$ cat config.mk
export PLATFORM = sky130hd
export DESIGN_NAME = bar_phrase_clock_gate
export DESIGN_NICKNAME = d
export VERILOG_FILES = /design/src/sv/bpcg_pkg.sv /design/src/sv/bpcg_channel.sv /design/src/sv/bar_phrase_clock_gate.sv
export SDC_FILE = /design/constraint.sdc
export NUM_CORES = 2
export LEC_CHECK = 0
export BUFFER_PORTS_ARGS = -buffer_cell sky130_fd_sc_hd__buf_4
export CAP_MARGIN = 10
export CORE_MARGIN = 2
export CORE_UTILIZATION = 40
export DETAILED_ROUTE_END_ITERATION = 6
export HOLD_SLACK_MARGIN = 0.06
export PLACE_DENSITY = 0.66
export SLEW_MARGIN = 20
export SYNTH_ARGS = -nofsm -noshare
export SYNTH_HDL_FRONTEND = slang
export SYNTH_SLANG_ARGS = --single-unit
export TNS_END_PERCENT = 100
$ cat constraint.sdc
create_clock -name clk -period 7.8 [get_ports clk]
set_input_delay 0 -clock clk [delete_from_list [all_inputs] [get_ports clk]]
set_output_delay 0 -clock clk [all_outputs]
set_load 0.02 [all_outputs]
$ cat src/sv/bpcg_pkg.sv
package bpcg_pkg;

    localparam int CHANNELS    = 8;
    localparam int BEAT_W      = 7;
    localparam int PHRASE_W    = 10;
    localparam int PULSE_W     = 16;
    localparam int IN_DATA_W   = 24;
    localparam int OUT_DATA_W  = 64;
    localparam int CFG_ADDR_W  = 5;
    localparam int CFG_DATA_W  = 32;

    typedef enum logic [2:0] {
        REG_BEATS_PER_BAR   = 3'd0,
        REG_BARS_PER_PHRASE = 3'd1,
        REG_PHRASE_MODE     = 3'd2,
        REG_ENGAGE_TICKS    = 3'd3,
        REG_SHORT_TICKS     = 3'd4
    } reg_idx_t;

    // Per-channel control for one tick
    typedef struct packed {
        logic accept;
        logic running;
        logic fire;
        logic gate_open;
        logic clk_in;
        logic clear;
        logic mute;
    } chan_ctl_t;

    typedef struct packed {
        logic clock_bit;
        logic reset_bit;
    } chan_out_t;

endpackage

$ cat src/sv/bpcg_channel.sv
module bpcg_channel (
    input  logic                       clk,
    input  logic                       rst_n,
    input  bpcg_pkg::chan_ctl_t        ctl,
    input  logic [bpcg_pkg::PULSE_W-1:0] engage_ticks,
    input  logic [bpcg_pkg::PULSE_W-1:0] short_ticks,
    output bpcg_pkg::chan_out_t        result
);
    import bpcg_pkg::*;

    logic [PULSE_W-1:0] clk_left_reg;
    logic [PULSE_W-1:0] clk_left_next;
    logic [PULSE_W-1:0] rst_left_reg;
    logic [PULSE_W-1:0] rst_left_next;

    always_comb
    begin
        logic [PULSE_W-1:0] c;
        logic [PULSE_W-1:0] r;
        c = clk_left_reg;
        r = rst_left_reg;
        result = '0;
        if (ctl.running)
        begin
            // retrigger keeps the longer of remaining and new length
            if (ctl.fire)
            begin
                if (engage_ticks > c)
                    c = engage_ticks;
                if (short_ticks > r)
                    r = short_ticks;
            end
            if (ctl.gate_open)
            begin
                if (ctl.clk_in && short_ticks > c)
                    c = short_ticks;
                if (c != '0)
                begin
                    result.clock_bit = !ctl.mute;
                    c = c - 1'b1;
                end
            end
            else
            begin
                c = '0;
            end
            if (r != '0)
            begin
                result.reset_bit = 1'b1;
                r = r - 1'b1;
            end
        end
        if (!ctl.accept)
        begin
            clk_left_next = clk_left_reg;
            rst_left_next = rst_left_reg;
        end
        else if (ctl.clear)
        begin
            clk_left_next = '0;
            rst_left_next = '0;
        end
        else
        begin
            clk_left_next = c;
            rst_left_next = r;
        end
    end

    always_ff @(posedge clk or negedge rst_n)
    begin
        if (!rst_n)
        begin
            clk_left_reg <= '0;
            rst_left_reg <= '0;
        end
        else
        begin
            clk_left_reg <= clk_left_next;
            rst_left_reg <= rst_left_next;
        end
    end

endmodule

$ cat src/sv/bar_phrase_clock_gate.sv
// Bar/phrase clock gate.
// Input stream (s_t*): one beat per sample tick carrying the master clock,
// run and reset levels plus per-channel arm levels and channel clocks.
// Output stream (m_t*): exactly one result beat per input beat with the
// per-channel clock and reset pulse bits, gate and armed flags, the running
// flag and the beat/bar/phrase counter after that tick.
// The result of a tick sits in the output register on the cycle after the
// input beat is taken. Throughput is one tick per cycle while the output
// register is not stalled; all edge detection, the counter and the eight
// channel pulse units update in the same cycle. s_tready stays high while
// the output register is empty or being drained, so a stalled receiver holds
// the result and back-pressures the input after one beat.
// Reset clears the edge history, counters (to 1), flags and pulse counters,
// arms the skip of the first master edge and loads the register defaults
// (4 beats, 8 bars, bar mode, pulses of 96 and 48 ticks).
// Registers on the APB port: 0x00 beats_per_bar, 0x04 bars_per_phrase,
// 0x08 phrase_mode_mask, 0x0C engage_pulse_ticks, 0x10 short_pulse_ticks.
module bar_phrase_clock_gate #(
    parameter int PHRASE_LIMIT = 999
) (
    input  logic                               clk,
    input  logic                               rst_n,
    input  logic                               s_tvalid,
    output logic                               s_tready,
    // master_level, run_level, reset_level, arm_levels[8], channel_clocks[8]
    input  logic [bpcg_pkg::IN_DATA_W-1:0]     s_tdata,
    output logic                               m_tvalid,
    input  logic                               m_tready,
    // clock_out[8], reset_out[8], active_mask[8], armed_mask[8], running,
    // beat_now[7], bar_now[7], phrase_now[10]
    output logic [bpcg_pkg::OUT_DATA_W-1:0]    m_tdata,
    input  logic                               psel,
    input  logic                               penable,
    input  logic                               pwrite,
    input  logic [bpcg_pkg::CFG_ADDR_W-1:0]    paddr,
    input  logic [bpcg_pkg::CFG_DATA_W-1:0]    pwdata,
    output logic [bpcg_pkg::CFG_DATA_W-1:0]    prdata,
    output logic                               pready
);
    import bpcg_pkg::*;

    // configuration
    logic [BEAT_W-1:0]   beats_per_bar_reg;
    logic [BEAT_W-1:0]   bars_per_phrase_reg;
    logic [CHANNELS-1:0] phrase_mode_reg;
    logic [PULSE_W-1:0]  engage_ticks_reg;
    logic [PULSE_W-1:0]  short_ticks_reg;
    reg_idx_t            cfg_idx;
    logic                cfg_wr;

    // state
    logic                prev_master_reg;
    logic                prev_run_reg;
    logic                prev_reset_reg;
    logic [CHANNELS-1:0] prev_arm_reg;
    logic                run_reg, run_next;
    logic                first_reg, first_next;
    logic [BEAT_W-1:0]   beat_reg, beat_next;
    logic [BEAT_W-1:0]   bar_reg, bar_next;
    logic [PHRASE_W-1:0] phrase_reg, phrase_next;
    logic [CHANNELS-1:0] armed_reg, armed_next;
    logic [CHANNELS-1:0] open_reg, open_next;

    // output register
    logic                  m_tvalid_reg;
    logic [OUT_DATA_W-1:0] m_tdata_reg;

    // input fields
    logic                master_in;
    logic                run_in;
    logic                reset_in;
    logic [CHANNELS-1:0] arm_in;
    logic [CHANNELS-1:0] chclk_in;

    logic                accept;
    logic                master_edge;
    logic                run_edge;
    logic                reset_edge;
    logic [CHANNELS-1:0] armed_mid;
    logic [CHANNELS-1:0] fire;
    logic [CHANNELS-1:0] open_mid;
    logic [CHANNELS-1:0] clock_bits;
    logic [CHANNELS-1:0] reset_bits;
    logic                beat_one;
    logic                bar_one;

    assign master_in = s_tdata[0];
    assign run_in    = s_tdata[1];
    assign reset_in  = s_tdata[2];
    assign arm_in    = s_tdata[3 +: CHANNELS];
    assign chclk_in  = s_tdata[3 + CHANNELS +: CHANNELS];

    assign s_tready = !m_tvalid_reg || m_tready;
    assign accept   = s_tvalid && s_tready;
    assign m_tvalid = m_tvalid_reg;
    assign m_tdata  = m_tdata_reg;

    assign master_edge = master_in && !prev_master_reg;
    assign run_edge    = run_in && !prev_run_reg;
    assign reset_edge  = reset_in && !prev_reset_reg;

    assign armed_mid = armed_reg ^ (arm_in & ~prev_arm_reg);
    assign beat_one  = (beat_reg == BEAT_W'(1));
    assign bar_one   = (bar_reg == BEAT_W'(1));

    // fire at bar start, or at phrase start for channels in phrase mode
    always_comb
    begin
        for (int i = 0; i < CHANNELS; i++)
        begin
            fire[i] = run_reg && master_edge && beat_one && armed_mid[i] &&
                      (!phrase_mode_reg[i] || bar_one);
        end
    end

    assign open_mid = open_reg ^ fire;

    for (genvar g = 0; g < CHANNELS; g++)
    begin : g_chan
        chan_ctl_t ctl;
        chan_out_t res;

        assign ctl.accept    = accept;
        assign ctl.running   = run_reg;
        assign ctl.fire      = fire[g];
        assign ctl.gate_open = open_mid[g];
        assign ctl.clk_in    = chclk_in[g];
        assign ctl.clear     = reset_edge;
        assign ctl.mute      = first_reg;

        bpcg_channel u_chan (
            .clk          (clk),
            .rst_n        (rst_n),
            .ctl          (ctl),
            .engage_ticks (engage_ticks_reg),
            .short_ticks  (short_ticks_reg),
            .result       (res)
        );

        assign clock_bits[g] = res.clock_bit;
        assign reset_bits[g] = res.reset_bit;
    end

    // counter, run and reset handling
    always_comb
    begin
        logic [BEAT_W:0]   beat_sum;
        logic [BEAT_W:0]   bar_sum;
        logic [PHRASE_W:0] phrase_sum;
        beat_sum   = {1'b0, beat_reg} + 1'b1;
        bar_sum    = {1'b0, bar_reg};
        phrase_sum = {1'b0, phrase_reg};

        first_next  = first_reg;
        beat_next   = beat_reg;
        bar_next    = bar_reg;
        phrase_next = phrase_reg;
        armed_next  = armed_mid & ~fire;
        open_next   = run_reg ? open_mid : open_reg;
        run_next    = run_reg ^ run_edge;

        if (run_reg && master_edge && !reset_edge)
        begin
            if (first_reg)
            begin
                first_next = 1'b0;
            end
            else
            begin
                if (beat_sum > {1'b0, beats_per_bar_reg})
                begin
                    beat_next = BEAT_W'(1);
                    bar_sum   = bar_sum + 1'b1;
                end
                else
                begin
                    beat_next = beat_sum[BEAT_W-1:0];
                end
                if (bar_sum > {1'b0, bars_per_phrase_reg})
                begin
                    bar_next   = BEAT_W'(1);
                    phrase_sum = phrase_sum + 1'b1;
                    if (phrase_sum > (PHRASE_W+1)'(PHRASE_LIMIT))
                        phrase_next = PHRASE_W'(1);
                    else
                        phrase_next = phrase_sum[PHRASE_W-1:0];
                end
                else
                begin
                    bar_next = bar_sum[BEAT_W-1:0];
                end
            end
        end

        if (reset_edge)
        begin
            run_next    = 1'b0;
            beat_next   = BEAT_W'(1);
            bar_next    = BEAT_W'(1);
            phrase_next = PHRASE_W'(1);
            armed_next  = '0;
            open_next   = '0;
        end
    end

    always_ff @(posedge clk or negedge rst_n)
    begin
        if (!rst_n)
        begin
            prev_master_reg <= 1'b0;
            prev_run_reg    <= 1'b0;
            prev_reset_reg  <= 1'b0;
            prev_arm_reg    <= '0;
            run_reg         <= 1'b0;
            first_reg       <= 1'b1;
            beat_reg        <= BEAT_W'(1);
            bar_reg         <= BEAT_W'(1);
            phrase_reg      <= PHRASE_W'(1);
            armed_reg       <= '0;
            open_reg        <= '0;
        end
        else if (accept)
        begin
            prev_master_reg <= master_in;
            prev_run_reg    <= run_in;
            prev_reset_reg  <= reset_in;
            prev_arm_reg    <= arm_in;
            run_reg         <= run_next;
            first_reg       <= first_next;
            beat_reg        <= beat_next;
            bar_reg         <= bar_next;
            phrase_reg      <= phrase_next;
            armed_reg       <= armed_next;
            open_reg        <= open_next;
        end
    end

    // result beat; hold while the receiver stalls
    always_ff @(posedge clk or negedge rst_n)
    begin
        if (!rst_n)
        begin
            m_tvalid_reg <= 1'b0;
        end
        else if (accept)
        begin
            m_tvalid_reg <= 1'b1;
        end
        else if (m_tready)
        begin
            m_tvalid_reg <= 1'b0;
        end
    end

    always_ff @(posedge clk)
    begin
        if (accept)
        begin
            m_tdata_reg <= {7'd0, phrase_next, bar_next, beat_next, run_next,
                            armed_next, open_next, reset_bits, clock_bits};
        end
    end

    // configuration port
    assign pready  = 1'b1;
    assign cfg_idx = reg_idx_t'(paddr[CFG_ADDR_W-1:2]);
    assign cfg_wr  = psel && penable && pwrite && pready;

    always_ff @(posedge clk or negedge rst_n)
    begin
        if (!rst_n)
        begin
            beats_per_bar_reg   <= BEAT_W'(4);
            bars_per_phrase_reg <= BEAT_W'(8);
            phrase_mode_reg     <= '0;
            engage_ticks_reg    <= PULSE_W'(96);
            short_ticks_reg     <= PULSE_W'(48);
        end
        else if (cfg_wr)
        begin
            unique case (cfg_idx)
                REG_BEATS_PER_BAR:   beats_per_bar_reg   <= pwdata[BEAT_W-1:0];
                REG_BARS_PER_PHRASE: bars_per_phrase_reg <= pwdata[BEAT_W-1:0];
                REG_PHRASE_MODE:     phrase_mode_reg     <= pwdata[CHANNELS-1:0];
                REG_ENGAGE_TICKS:    engage_ticks_reg    <= pwdata[PULSE_W-1:0];
                REG_SHORT_TICKS:     short_ticks_reg     <= pwdata[PULSE_W-1:0];
                default:             ;
            endcase
        end
    end

    always_comb
    begin
        unique case (cfg_idx)
            REG_BEATS_PER_BAR:   prdata = CFG_DATA_W'(beats_per_bar_reg);
            REG_BARS_PER_PHRASE: prdata = CFG_DATA_W'(bars_per_phrase_reg);
            REG_PHRASE_MODE:     prdata = CFG_DATA_W'(phrase_mode_reg);
            REG_ENGAGE_TICKS:    prdata = CFG_DATA_W'(engage_ticks_reg);
            REG_SHORT_TICKS:     prdata = CFG_DATA_W'(short_ticks_reg);
            default:             prdata = '0;
        endcase
    end

endmodule
==> out/summary.txt <==
I/O Buffers -> 119
CP required -> 8.34 ns
Yosys reg bits -> 421
Final min period -> 7.498 ns
Core area -> 101400 um2
Die Area -> 104700 um2
RSZ-0062 raised after global routing -> no
Initial antenna violation count -> 8
Via count -> 42480
First-pass GRT wire length -> 252.9 mm
Worst-path clk slew -> 0.07 ns
Die extent in x -> 323.5 um
1st-iter DRT viols -> 4610
Max H-tree Level -> 2
Area contributors post-synth -> dfrtp_1, ha_1, nand2_1
CTS Buf Count -> 53
Tot Pwr -> 13.20 mW
Async set or reset register ratio after synthesis -> 86.46%
WL final -> 170.2 mm
Nets -> 5744
Num Clock Sinks -> 421
Post-synth EDFFs -> 57
Max VDD drop -> 175.9 uV
Layout fillers -> 9938
Share of cells above drive strength 1 -> 11.36%
Setup TNS -> 0 ns
Skew final -> 0.02913 ns
Final Max Tran Viols -> 0
Die height -> 323.5 um
Vias in the first global route -> 39880
Netlist Area Pre-Place -> 40840 um2
Power Dens Cells -> 285.0 nW/um2
Hold Path Class -> in -> reg
Area leader, netlist -> dfrtp_1
Area share of the largest cell type after synthesis -> 21.69%
CTS Root Cell -> clkbuf_16
Crit path arrival time -> 8.04 ns
Setup WS pre-CTS -> 0.3139 ns
Worst Tran Pin Value -> 1.241 ns
Setup violators final -> 0
FF-to-FF setup slack -> 0.30 ns
Dpl hpwl -> 120.7 mm
Gr ovfl total -> 0
CP Capture Type -> flop
Post-synth top cells -> nand2_1, nor2_1, ha_1
Row cnt -> 117
Syn. warnings -> 0
Fmax -> 0.1334 GHz
Initial core utilization -> 40.26%
Drt pass-1 iters -> 7
Top_reg_cell synth -> dfrtp_1
IO Pins -> 167
Synth Instances -> 5145
Worst skew pair latency -> 0.66 ns
Min Hold Slack -> 0.08551 ns
Routed length per instance -> 25.52 um
CP startpoint kind -> flop
GP Congestion -> 1.035
LEAKAGE -> 19.85 nW
Syn avg cell area -> 7.938 um2
CTS tree -> done
Register area share after synthesis -> 26.52%
Area grow syn2layout -> 13.37%
Final Cycle Share -> 96.13%
Crit Path Max Fanout -> 29
Post-synth cell types -> 104
GRT Resource Usage Total -> 31.84%
Pin count of the biggest net entering global routing -> 116
Final Hold Fails -> 0
Max transition margin -> 17.29%
Failing checks -> design-rule violations
Final Worst Setup Slack -> 0.3017 ns
Status -> finished, violations left
Residual DRC -> 4
Via/cell ratio -> 6.369
WS Path Type -> reg -> reg
Most frequent cell after synthesis -> nand2_1
Clock buffer depth -> 3
Max-cap violations -> 0
Antenna Nets Post-Route -> 0
-- report_power, final --
| group | switching (mW) | leakage, nW | internal (mW) |
|---|---|---|---|
| logic | 4.60 | 13.7 | 2.70 |
| clock network | 1.12 | 0.948 | 1.68 |
| registers | 0.514 | 5.22 | 2.58 |
| total | 6.23 | 19.9 | 6.96 |
-- metrics by stage --
step,instances,util [%],cell area (um2)
after floorplan,5167,-,40920
after global placement,6525,43.27,43890
after detailed placement,6525,43.28,43900
after CTS,6665,45.59,46250
after global routing,6665,45.63,46290
final,6670,45.64,46300
-- worst paths after layout --
kind	from	to	depth (start not counted)
hold / removal	s_tdata[5]	prev_arm_reg[2]	4
hold reg to reg	prev_master_reg	prev_master_reg	2
setup reg to reg	beat_reg[0]	g_chan[4].u_chan.clk_left_reg[12]	25
min in group asynchronous	rst_n	beat_reg[0]	3
setup / recovery	beat_reg[0]	g_chan[4].u_chan.clk_left_reg[12]	25
max in group asynchronous	rst_n	short_ticks_reg[2]	4
-- cell usage in the layout, fill, tap and decap left out, types with 155 or more instances in the layout --
master / n
nand3_1: 158
buf_4: 298
ha_1: 423
inv_1: 316
xnor2_1: 155
nand2_1: 513
mux2i_1: 155
o21ai_0: 288
nor2_1: 468
dfrtp_1: 341
a21oi_1: 364
-- worst max-delay path, stage by stage (launching register included) --
cell and delay [ns]:
dfstp_2 0.59, ha_1 0.15, or4b_1 0.42, or4_4 0.54
a211o_1 0.49, a311oi_4 0.46, buf_12 0.24, a21oi_1 0.11
ha_1 0.32, a211oi_1 0.30, o21ai_0 0.19, o311ai_0 0.60
nand3_1 0.14, mux2_4 0.30, and3_1 0.24, nand2_1 0.16
mux2i_1 0.35, ha_1 0.25, nand3_1 0.07, nor3_1 0.31
o2bb2a_4 0.22, nor4b_4 0.07, and2b_4 0.22, nand2_2 0.07
mux2_4 0.29, a221o_1 0.25
-- metal layers --
layer | share of wire (%) | vias up | track usage [%]
met1 | 39 | 20360 | 41.07
met4 | 7.2 | 4 | 19.31
met2 | 43 | 2518 | 48.67
li1 | - | 18960 | -
met3 | 11 | 635 | 6.899
met5 | 0.015 | - | 0
-- logic make-up after synthesis --
family	count (synthesis)	synth area share, %
simple gates	1734	19.92
compound gates	1436	22.63
buf+inv	637	6.130
fa+ha+maj	427	13.06
flops	421	26.52
mux	273	7.107
xor+xnor	215	4.611
other cells	2	0.01839
-- final cells by class --
class | count | area (um2) | area share, %
repair buffers | 344 | 2760 | 5.961
multi-input cells | 4109 | 27830 | 60.10
clock buffers | 80 | 1609 | 3.475
clock inverters | 19 | 312.8 | 0.6755
well taps | 1368 | 1712 | 3.697
diodes | 5 | 12.51 | 0.02702
inverters | 324 | 1219 | 2.632
flip-flops and latches | 421 | 10850 | 23.44
-- timing repair --
item                       4_1_cts  5_1_grt
hold endpoints to repair       170        0
buffers inserted                 0        0
setup endpoints to repair        0       17
resized for setup                0        4
hold buffers                    41        0
Power figures use the tool's default switching activity.
